**config.mk**
```make
export PLATFORM = sky130hd
export DESIGN_NAME = null_bitmap_page_planner
export DESIGN_NICKNAME = d
export VERILOG_FILES = /design/src/rtl/npp_pkg.sv /design/src/rtl/npp_byte_eval.sv /design/src/rtl/npp_chunk_state.sv /design/src/rtl/null_bitmap_page_planner.sv
export SDC_FILE = /design/constraint.sdc
export NUM_CORES = 1
export LEC_CHECK = 0
export BUFFER_PORTS_ARGS = -buffer_cell sky130_fd_sc_hd__buf_4
export CELL_PAD_IN_SITES_DETAIL_PLACEMENT = 1
export CELL_PAD_IN_SITES_GLOBAL_PLACEMENT = 1
export CORE_MARGIN = 2
export CORE_UTILIZATION = 49
export CTS_CLUSTER_DIAMETER = 100
export DETAILED_ROUTE_END_ITERATION = 8
export HOLD_SLACK_MARGIN = 0.1
export PLACE_DENSITY_LB_ADDON = 0.1
export SETUP_SLACK_MARGIN = 0.3
export SYNTH_ARGS = -nofsm -noshare
export SYNTH_HDL_FRONTEND = slang
export SYNTH_HIERARCHICAL = 1
export SYNTH_SLANG_ARGS = --single-unit
```
**constraint.sdc**
```tcl
create_clock -name clk_i -period 12.7 [get_ports clk_i]
set_clock_uncertainty 0.15 [all_clocks]
set_input_delay 1.905 -clock clk_i [delete_from_list [all_inputs] [get_ports clk_i]]
set_output_delay 1.905 -clock clk_i [all_outputs]
set_load 0.01 [all_outputs]
```
**src/rtl/npp_pkg.sv**
```systemverilog
// Types and constants of the null bitmap page planner.
// No dependencies; imported by every module of the block.
package npp_pkg;

  localparam int unsigned ROW_W      = 17;
  localparam int unsigned BYTE_IDX_W = 14;
  localparam int unsigned POP_W      = 4;
  localparam int unsigned CFG_IDX_W  = 3;
  localparam int unsigned CFG_DATA_W = 17;
  localparam int unsigned STATUS_W   = 3;

  localparam logic [BYTE_IDX_W-1:0] BYTE_IDX_MAX = '1;
  localparam int unsigned CNT_CEIL = 131071;

  // Configuration register indexes
  localparam logic [CFG_IDX_W-1:0] REG_TOTAL_ROWS   = 3'd0;
  localparam logic [CFG_IDX_W-1:0] REG_WINDOW_OFS   = 3'd1;
  localparam logic [CFG_IDX_W-1:0] REG_WINDOW_CNT   = 3'd2;
  localparam logic [CFG_IDX_W-1:0] REG_HAS_NULLS    = 3'd3;
  localparam logic [CFG_IDX_W-1:0] REG_NULLS_PADDED = 3'd4;
  localparam logic [CFG_IDX_W-1:0] REG_LSB_FIRST    = 3'd5;
  localparam logic [CFG_IDX_W-1:0] REG_CAPACITY     = 3'd6;

  // Status codes
  localparam logic [STATUS_W-1:0] STATUS_OK        = 3'd0;
  localparam logic [STATUS_W-1:0] STATUS_BAD_ARG   = 3'd1;
  localparam logic [STATUS_W-1:0] STATUS_OOB       = 3'd2;
  localparam logic [STATUS_W-1:0] STATUS_CAP_SHORT = 3'd3;
  localparam logic [STATUS_W-1:0] STATUS_NO_NULLS  = 3'd4;

  typedef struct packed {
    logic [7:0] bitmap_byte;
    logic       last_byte;
  } in_item_t;

  typedef struct packed {
    logic [7:0]          validity_bits;
    logic [7:0]          window_mask;
    logic                done_res;
    logic [STATUS_W-1:0] status;
    logic [ROW_W-1:0]    physical_offset;
    logic [ROW_W-1:0]    physical_count;
  } out_item_t;

  typedef struct packed {
    logic [ROW_W-1:0] total_rows;
    logic [15:0]      window_offset;
    logic [ROW_W-1:0] window_count;
    logic             has_nulls;
    logic             nulls_padded;
    logic             lsb_first;
    logic [ROW_W-1:0] validity_capacity;
  } cfg_t;

  // Per-byte evaluation handed to the chunk state
  typedef struct packed {
    logic [7:0]       validity_bits;
    logic [7:0]       window_mask;
    logic             null_hit;
    logic [POP_W-1:0] n_before;
    logic [POP_W-1:0] n_in;
  } eval_t;

endpackage

```
**src/rtl/npp_byte_eval.sv**
```systemverilog
// Per-byte row evaluation: validity, window mask, non-null counts.
// Depends on npp_pkg.
module npp_byte_eval (
  input  logic [7:0]                     bitmap_byte_i,
  input  logic [npp_pkg::BYTE_IDX_W-1:0] byte_idx_i,
  input  npp_pkg::cfg_t                  cfg_i,
  output npp_pkg::eval_t                 eval_o
);
  import npp_pkg::*;

  function automatic logic [POP_W-1:0] popcount8(input logic [7:0] v);
    logic [POP_W-1:0] c;
    c = '0;
    for (int i = 0; i < 8; i++) begin
      c = c + POP_W'(v[i]);
    end
    return c;
  endfunction

  logic [ROW_W-1:0] win_start;
  logic [ROW_W-1:0] win_end;
  logic [7:0]       valid_bits;
  logic [7:0]       mask_bits;
  logic [7:0]       null_hits;
  logic [7:0]       before_bits;
  logic [7:0]       inwin_bits;

  assign win_start = ROW_W'(cfg_i.window_offset);
  assign win_end   = win_start + cfg_i.window_count;

  for (genvar k = 0; k < 8; k++) begin : g_bit
    logic [ROW_W-1:0] row;
    logic             null_bit;
    logic             in_win;
    logic             live;

    assign row      = {byte_idx_i, 3'(k)};
    assign null_bit = cfg_i.has_nulls &
                      (cfg_i.lsb_first ? bitmap_byte_i[k] : bitmap_byte_i[7-k]);
    assign in_win   = (row >= win_start) & (row < win_end);
    // padding rows past the chunk end are neither valid nor null
    assign live     = row < cfg_i.total_rows;

    assign valid_bits[k]  = live & ~null_bit;
    assign mask_bits[k]   = in_win;
    assign null_hits[k]   = live & null_bit;
    assign before_bits[k] = valid_bits[k] & (row < win_start);
    assign inwin_bits[k]  = valid_bits[k] & in_win;
  end

  assign eval_o.validity_bits = valid_bits;
  assign eval_o.window_mask   = mask_bits;
  assign eval_o.null_hit      = |null_hits;
  assign eval_o.n_before      = popcount8(before_bits);
  assign eval_o.n_in          = popcount8(inwin_bits);

endmodule

```
**src/rtl/npp_chunk_state.sv**
```systemverilog
// Chunk state: byte index, saturating non-null counters, null flag, and
// the final status and physical range on the last byte. Depends on npp_pkg.
module npp_chunk_state #(
  parameter int unsigned CNT_LIM = 65536
) (
  input  logic                           clk_i,
  input  logic                           rst_ni,
  input  logic                           advance_i,
  input  logic                           last_i,
  input  npp_pkg::cfg_t                  cfg_i,
  input  npp_pkg::eval_t                 eval_i,
  output logic [npp_pkg::BYTE_IDX_W-1:0] byte_idx_o,
  output logic [npp_pkg::STATUS_W-1:0]   status_o,
  output logic [npp_pkg::ROW_W-1:0]      phys_off_o,
  output logic [npp_pkg::ROW_W-1:0]      phys_cnt_o
);
  import npp_pkg::*;

  localparam int unsigned     CNT_W = $clog2(CNT_LIM + 1);
  localparam logic [CNT_W-1:0] LIM  = CNT_W'(CNT_LIM);

  function automatic logic [CNT_W-1:0] sat_add(input logic [CNT_W-1:0] c,
                                               input logic [POP_W-1:0] n);
    logic [CNT_W:0] s;
    s = (CNT_W+1)'(c) + (CNT_W+1)'(n);
    return (s > (CNT_W+1)'(CNT_LIM)) ? LIM : s[CNT_W-1:0];
  endfunction

  logic [BYTE_IDX_W-1:0] byte_idx_q;
  logic [CNT_W-1:0]      before_q, before_d;
  logic [CNT_W-1:0]      inwin_q, inwin_d;
  logic                  null_seen_q, null_seen_d;

  logic [ROW_W-1:0]      win_end;
  logic [BYTE_IDX_W:0]   bytes_seen;
  logic [BYTE_IDX_W:0]   bytes_need;
  logic [STATUS_W-1:0]   status;

  assign before_d    = sat_add(before_q, eval_i.n_before);
  assign inwin_d     = sat_add(inwin_q, eval_i.n_in);
  assign null_seen_d = null_seen_q | eval_i.null_hit;

  assign win_end    = ROW_W'(cfg_i.window_offset) + cfg_i.window_count;
  assign bytes_seen = {1'b0, byte_idx_q} + (BYTE_IDX_W+1)'(1);
  assign bytes_need = (BYTE_IDX_W+1)'(((ROW_W+1)'(cfg_i.total_rows) + (ROW_W+1)'(7)) >> 3);

  always_comb begin
    status = STATUS_OK;
    if (cfg_i.total_rows == '0 || cfg_i.window_count == '0) begin
      status = STATUS_BAD_ARG;
    end else if (win_end > cfg_i.total_rows) begin
      status = STATUS_OOB;
    end else if (cfg_i.window_count > cfg_i.validity_capacity) begin
      status = STATUS_CAP_SHORT;
    end else if (cfg_i.has_nulls && bytes_seen != bytes_need) begin
      status = STATUS_BAD_ARG;
    end else if (cfg_i.has_nulls && !null_seen_d) begin
      status = STATUS_NO_NULLS;
    end
  end

  always_comb begin
    status_o   = STATUS_OK;
    phys_off_o = '0;
    phys_cnt_o = '0;
    if (last_i) begin
      status_o = status;
      if (status == STATUS_OK) begin
        if (cfg_i.has_nulls && !cfg_i.nulls_padded) begin
          phys_off_o = ROW_W'(before_d);
          phys_cnt_o = ROW_W'(inwin_d);
        end else begin
          phys_off_o = ROW_W'(cfg_i.window_offset);
          phys_cnt_o = cfg_i.window_count;
        end
      end
    end
  end

  always_ff @(posedge clk_i or negedge rst_ni) begin
    if (!rst_ni) begin
      byte_idx_q  <= '0;
      before_q    <= '0;
      inwin_q     <= '0;
      null_seen_q <= 1'b0;
    end else if (advance_i) begin
      if (last_i) begin
        // clear for the next chunk
        byte_idx_q  <= '0;
        before_q    <= '0;
        inwin_q     <= '0;
        null_seen_q <= 1'b0;
      end else begin
        before_q    <= before_d;
        inwin_q     <= inwin_d;
        null_seen_q <= null_seen_d;
        if (byte_idx_q != BYTE_IDX_MAX) begin
          byte_idx_q <= byte_idx_q + BYTE_IDX_W'(1);
        end
      end
    end
  end

  assign byte_idx_o = byte_idx_q;

endmodule

```
**src/rtl/null_bitmap_page_planner.sv**
```systemverilog
// Null bitmap page planner top level: config registers, input and output
// registers. Depends on npp_pkg, npp_byte_eval, npp_chunk_state.
//
// Usage:
//   Write the configuration through cfg_we_i / cfg_idx_i / cfg_wdata_i
//   while the block is idle, then stream the null bitmap of one column chunk
//   on the input channel, one byte per transaction, last_byte set on the
//   final byte. Each input transaction yields exactly one output transaction
//   with the validity bits and page window mask of that byte's eight rows;
//   the result of the last byte also carries status and the physical range.
//   Path: a transaction accepted on the input channel is captured by the input
//   register, then by the result register, which drives the output.
//   Throughput: one byte per cycle while the receiver does not stall; the
//   per-byte row tests, popcounts and counter update all sit between the two registers.
//   Reset clears the pipeline and the chunk counters and restores the
//   register defaults (lsb_first 1, validity_capacity 65536, others 0).
//   When the receiver stalls, the result register holds its transaction, the
//   input register fills, and in_ready_o drops until out_ready_i returns.
module null_bitmap_page_planner #(
  parameter int unsigned MAX_ROWS = 65536
) (
  input  logic                           clk_i,
  input  logic                           rst_ni,
  input  logic                           cfg_we_i,
  input  logic [npp_pkg::CFG_IDX_W-1:0]  cfg_idx_i,
  input  logic [npp_pkg::CFG_DATA_W-1:0] cfg_wdata_i,
  input  logic                           in_valid_i,
  output logic                           in_ready_o,
  input  npp_pkg::in_item_t              in_data_i,
  output logic                           out_valid_o,
  input  logic                           out_ready_i,
  output npp_pkg::out_item_t             out_data_o
);
  import npp_pkg::*;

  localparam int unsigned CNT_LIM = (MAX_ROWS > CNT_CEIL) ? CNT_CEIL : MAX_ROWS;

  cfg_t       cfg_q;
  logic       in_valid_q;
  in_item_t   in_q;
  logic       out_valid_q;
  out_item_t  out_q;
  logic       out_load;
  logic       advance;

  logic [BYTE_IDX_W-1:0] byte_idx;
  eval_t                 eval;
  logic [STATUS_W-1:0]   status;
  logic [ROW_W-1:0]      phys_off;
  logic [ROW_W-1:0]      phys_cnt;

  // Configuration registers
  always_ff @(posedge clk_i or negedge rst_ni) begin
    if (!rst_ni) begin
      cfg_q.total_rows        <= '0;
      cfg_q.window_offset     <= '0;
      cfg_q.window_count      <= '0;
      cfg_q.has_nulls         <= 1'b0;
      cfg_q.nulls_padded      <= 1'b0;
      cfg_q.lsb_first         <= 1'b1;
      cfg_q.validity_capacity <= ROW_W'(65536);
    end else if (cfg_we_i) begin
      unique case (cfg_idx_i)
        REG_TOTAL_ROWS:   cfg_q.total_rows        <= cfg_wdata_i;
        REG_WINDOW_OFS:   cfg_q.window_offset     <= cfg_wdata_i[15:0];
        REG_WINDOW_CNT:   cfg_q.window_count      <= cfg_wdata_i;
        REG_HAS_NULLS:    cfg_q.has_nulls         <= cfg_wdata_i[0];
        REG_NULLS_PADDED: cfg_q.nulls_padded      <= cfg_wdata_i[0];
        REG_LSB_FIRST:    cfg_q.lsb_first         <= cfg_wdata_i[0];
        REG_CAPACITY:     cfg_q.validity_capacity <= cfg_wdata_i;
        default: ;
      endcase
    end
  end

  // Pipeline handshake: advance moves a transaction into the result register
  assign out_load   = !out_valid_q || out_ready_i;
  assign advance    = in_valid_q && out_load;
  assign in_ready_o = !in_valid_q || advance;

  always_ff @(posedge clk_i or negedge rst_ni) begin
    if (!rst_ni) begin
      in_valid_q <= 1'b0;
    end else if (in_valid_i && in_ready_o) begin
      in_valid_q <= 1'b1;
    end else if (advance) begin
      in_valid_q <= 1'b0;
    end
  end

  always_ff @(posedge clk_i) begin
    if (in_valid_i && in_ready_o) begin
      in_q <= in_data_i;
    end
  end

  npp_byte_eval u_eval (
    .bitmap_byte_i (in_q.bitmap_byte),
    .byte_idx_i    (byte_idx),
    .cfg_i         (cfg_q),
    .eval_o        (eval)
  );

  npp_chunk_state #(
    .CNT_LIM (CNT_LIM)
  ) u_state (
    .clk_i      (clk_i),
    .rst_ni     (rst_ni),
    .advance_i  (advance),
    .last_i     (in_q.last_byte),
    .cfg_i      (cfg_q),
    .eval_i     (eval),
    .byte_idx_o (byte_idx),
    .status_o   (status),
    .phys_off_o (phys_off),
    .phys_cnt_o (phys_cnt)
  );

  always_ff @(posedge clk_i or negedge rst_ni) begin
    if (!rst_ni) begin
      out_valid_q <= 1'b0;
    end else if (out_load) begin
      out_valid_q <= in_valid_q;
    end
  end

  always_ff @(posedge clk_i) begin
    if (advance) begin
      out_q.validity_bits   <= eval.validity_bits;
      out_q.window_mask     <= eval.window_mask;
      out_q.done_res        <= in_q.last_byte;
      out_q.status          <= status;
      out_q.physical_offset <= phys_off;
      out_q.physical_count  <= phys_cnt;
    end
  end

  assign out_valid_o = out_valid_q;
  assign out_data_o  = out_q;

endmodule

```
=== After elaboration in Yosys (flattened, before gate mapping) ===
Cells that the tools add are included.

* Add/subtract/negate cells: 20
* Order comparisons: 36
* Equality and inequality tests: 8
* Muxes and demuxes: 24
* Bitwise operators: 57
* Reduce and logical (&&, ||, !) cells: 29

{| class="wikitable"
|+ Operators by type and width
! operator !! number
|-
| $lt A17 B17 Y1 || 16
|-
| $ge A17 B16 Y1 || 8
|-
| $lt A17 B16 Y1 || 8
|-
| $mux W17 || 5
|-
| $add A4 B1 Y4 || 12
|-
| $and A1 B1 Y1 || 48
|-
| $add A17 B4 Y18 || 2
|-
| $gt A18 B17 Y1 const B || 2
|-
| $gt A17 B17 Y1 || 2
|-
| $logic_not A17 Y1 || 2
|-
| $mux W14 || 2
|-
| $add A17 B3 Y18 const B || 1
|-
| $reduce_and A2 Y1 || 9
|-
| $add A16 B17 Y17 || 1
|-
| $mux W16 || 1
|-
| $add A14 B1 Y15 const B || 1
|-
| $mux W3 || 5
|-
| $ne A15 B15 Y1 || 1
|-
| $add A14 B1 Y14 const B || 1
|-
| $ne A14 B14 Y1 const B || 1
|-
| $mux W1 || 11
|-
| $eq A3 B3 Y1 const B || 3
|-
| $not A1 Y1 || 8
|-
| $reduce_or A8 Y1 || 1
|-
| 10 further kinds || 23
|}

* Flip-flop bits (word level): 184
* Output and inout bits: 56
* Logic and storage cells: 196

=== Longest topological paths before layout ===
* Depth after elaboration: 16
* Depth in mapped cells: 34

=== Modules after synthesis ===
The synthesis kept the hierarchy.

{| class="wikitable"
|+ By module, submodules not included
! module !! times used !! cells each !! area an instance (um2) !! seq. area each (um2)
|-
| npp_chunk_state || 1 || 850 || 6545.0 || 1226.2
|-
| null_bitmap_page_planner || 1 || 224 || 4682.0 || 3696.0
|-
| npp_byte_eval || 1 || 416 || 2954.1 || 0.0
|}

=== Least setup slack after synthesis ===
No wires, ideal clock.

* Path kind: register to register
* From: reg cfg_q[37] (netlist name)
* To: reg u_state.inwin_q[10]
* Library setup time: 0.083 ns
* Arrival time: 8.773 ns
* Path slack: 3.695 ns
* Cell stages (with the launch flop): 33
* Path through: dfrtp_1 -> ha_1 -> inv_1 -> fa_1 -> nor2b_1 -> o31ai_1 -> a211oi_1 -> o41ai_1 -> nor3b_1 -> a311oi_1 -> ha_1 -> nand4_1 -> or2_2 -> nor4_1 -> a21oi_1 -> o211ai_1 -> fa_1 -> fa_1 -> inv_1 -> fa_1 -> ha_1 -> fa_1 -> inv_1 -> fa_1 -> nand2b_1 -> a2111oi_0 -> xnor2_1 -> o2111ai_1 -> or4_1 -> o21ai_1 -> nand2_1 -> clkbuf_1 -> o22ai_1

{| class="wikitable"
|+ RTL lines
! item !! line !! RTL
|-
| from (decl) || null_bitmap_page_planner.sv:38 || <nowiki>cfg_t cfg_q;</nowiki>
|-
| to (signal assigned) || npp_chunk_state.sv:95 || <nowiki>inwin_q <= inwin_d;</nowiki>
|-
| to (decl) || npp_chunk_state.sv:31 || <nowiki>logic [CNT_W-1:0] inwin_q, inwin_d;</nowiki>
|}

==> impl_metrics.ini <==
[run_status]
status = complete, no violations

[drt]
routed_via_density = 6.36
drt_pre_antenna_iters = 6
drc = 0
drt_wl_total_um = 48000
wl_per_cell_um = 24.7
vias = 12344
drt_iter0_markers = 960
antenna_left = 0

[logic_synthesis]
synthAdderAreaFrac_pct = 12.7
syn_area_um2 = 14200
synthMuxAreaShare_pct = 7.11
async_flop_share_pct = 65.8
synthCells = 1490
synth.area.top_cells = dfrtp_1 21%, edfxtp_1 13%, ha_1 11%, mux2_2 6.2%, inv_1 3.1%
synth_compound_area_share_pct = 17.1
syn_area_per_cell_um2 = 9.52
synth-xor-area-share_pct = 4.72
synthSimpleGateAreaFrac_pct = 17.9
yosys_warnings = 6
synthFlopType = dfrtp_1
synth_top_family_by_area = simple AND/OR/NAND/NOR gates
syn_nets = 1661
yosys.area.top_type = dfrtp_1
synth_edf_count = 63
ys_ff_latch = 184
synth_top_cell_area_share_pct = 21.0
synth_seq_area_share_pct = 34.7
ys_types = 86

[final_layout]
num-fill-cells = 3251
layout_commonest_cell = ha_1
nets = 1715
drive_gt1_share_pct = 17.1
final_cell_mix = 125 x ha_1, 119 x dfrtp_1, 119 x inv_1, 101 x buf_4, 98 x nand2_1
syn_to_final_growth_pct = 10.4
num_antenna_cells = 0
postLayoutCellArea_um2 = 15700

[global_routing]
grt_pass1_vias = 12599
grtUsageTotal_pct = 32.1
overflow = 0
grt_max_degree = 71
grt_pass1_wl_um = 74700
antenna_found_initial = 0

[setup_path]
critical_path_class = flip-flop to flip-flop
crit_top_cell = fa_1
arrival_ns = 10.91
startpoint = cfg_q[37]$_DFFE_PN0P_
r2r-start = cfg_q[37]$_DFFE_PN0P_
critPathMaxStageDelay_ns = 0.73
critical_path.slowest_cell = a211oi_1
start_kind = flip-flop
critical_path.max_fanout = 11
required_ns = 12.93
cp-end-kind = flip-flop

[clock_tree]
hold_buffers = 0
clkTransAtPathRegs_ns = 0.08
cts_buffer_depth = 2
cts_resized = 0
post-cts-setup-buffers = 0
cts-htree-levels = 4
cts_buffers = 17
cts_tree = yes
clock-root-buffer = clkbuf_16
clock_sinks = 184
clock_latency_ns = 0.47

[job]
cap_violations = 0

[die]
placementRows = 62
fp.dieW_um = 174
die_h_um = 174
io_pins = 90
start_util_pct = 49.5
core_area_um2 = 28600
die_area_um2 = 30300

[timing]
layout_min_cycle_time_ns = 10.68
period_share_pct = 84.1
rsz0062_at_grt = no
timing.fmax_mhz = 93.6
tightest_slew_ns = 1.22
timing.setup.tns_ns = 0
finalHoldViolCount = 0
final-max-slew-violation-count = 0
setup_viol = 0
slew_headroom_pct = 17.5

[place]
port_buffers = 89
dpl.hpwl_um = 35800
gp_congestion = 0.911
placed_area_um2 = 15100

[hold_path]
hold_path_class = flip-flop to flip-flop
hold_start = in_valid_q$_DFFE_PN0P_

[power]
p_comb_share_pct = 48.5
pwr-share-seq_pct = 31.8
ir_worst_vdd_v = 0.000102
p_leak_nw = 6.71
p_sw_mw = 1.21
power_density_nw_per_um2 = 173
switching_share_pct = 44.6
clkPwrFrac_pct = 19.7
power.internal_mw = 1.50
power by group through the flow:
stage	Sequential (mW)	Combinational, mW	Clock [mW]
after floorplan	0.801	0.937	0
after global placement	0.863	1.23	0
after detailed placement	0.868	1.29	0
after CTS	0.858	1.30	0.545
after global routing	0.872	1.45	0.562
final	0.861	1.32	0.533
worst paths after layout:
| kind | to | slack (ns) | depth (start not counted) |
|---|---|---|---|
| setup / recovery | u_state/inwin_q[6]$_DFFE_PN0P_ | 2.02 | 31 |
| hold / removal | out_valid_o$_DFFE_PN0P_ | 0.35 | 1 |
| setup reg to reg | u_state/inwin_q[6]$_DFFE_PN0P_ | 2.02 | 31 |
| hold reg to reg | out_valid_o$_DFFE_PN0P_ | 0.35 | 1 |
| max in group asynchronous | u_state/inwin_q[13]$_DFFE_PN0P_ | 9.87 | 2 |
| min in group asynchronous | u_state/byte_idx_o[9]$_DFFE_PN0P_ | 1.30 | 1 |
sequential cells by signal (all words and copies together) (netlist names):
register             cells
out_data_o              54
in_valid_q               1
u_state/byte_idx_o      14
u_state/before_q        17
in_q                     9
cfg_q                   70
out_valid_o              1
u_state/inwin_q         17
u_state/null_seen_q      1
routing by layer:
layer | global-route usage [%] | routed length, µm | up-vias
li1 | - | - | 5633
met5 | 0 | 0 | -
met1 | 44.0 | 21600 | 6275
met2 | 52.5 | 22500 | 364
met3 | 4.68 | 2610 | 72
met4 | 10.5 | 1250 | 0
stage by stage:
step	setup slack, ns	hold WS (ns)	utilization (%)	instances	power, mW
finish	2.02	0.348	54.7	1941	2.71
global route	1.19	0.373	54.7	1941	2.89
detailed placement	2.21	0.327	52.7	1909	2.16
global placement	2.62	0.321	52.7	1909	2.09
CTS	2.16	0.347	54.7	1941	2.70
floorplan	3.69	0.274	-	1490	1.74
cell type report:
class | count | area [µm²] | share of cell area (%)
clock inverter | 15 | 141 | 0.903
clock buffer | 17 | 425 | 2.72
timing repair buffer | 102 | 769 | 4.91
sequential | 184 | 4920 | 31.4
multi-input combinational | 1118 | 8460 | 54.1
tap | 384 | 480 | 3.07
inverter | 121 | 454 | 2.90
Yosys cell counts, types with 5 or more instances:
master       n
a21o_1      37
xor2_1      22
a2111oi_2    6
nand2_1     98
and3_1      16
nand2b_1    17
mux2_2      78
a211o_1      6
nand3_1     55
nor4_1      17
a31o_2       6
nand4_1     31
inv_1      119
ha_1       125
and4_1      10
nor2_1      62
or2_2       13
fa_1        12
mux2i_1     13
o31ai_1      8
buf_4        9
nor4_2       7
nor2b_1     17
dfrtp_1    119
clkbuf_1    33
or3_1        9
nor3_1      57
o2111ai_1   12
o21a_1       8
a22o_1       5
a211oi_1    22
or4_1        6
buf_2       12
a21oi_1     83
and2_1      16
o2bb2ai_1   16
edfxtp_1    63
a31oi_1     14
xnor2_1     50
o21ai_0     67
o21bai_1     5
a221oi_1     5
o22ai_1     14
buf_6        6
cell families (layout without fill, tap and decap cells):
logic type / count (synthesis) / in the layout
DFF: 184 / 184
AOI/OAI and AO/OA: 354 / 354
xor gates and xnor gates: 74 / 74
and+or+nand+nor: 462 / 462
adders and majority gates: 137 / 137
buffers and inverters: 188 / 255
muxes: 91 / 91
critical path, delay by kind of cell (launching register included):
family	cells	cell delay [ns]
AOI/OAI and AO/OA	11	4.18
adders and majority gates	9	3.48
and+or+nand+nor	8	2.07
DFF	1	0.48
buffers and inverters	3	0.22
(Power assumes the default switching activity.)
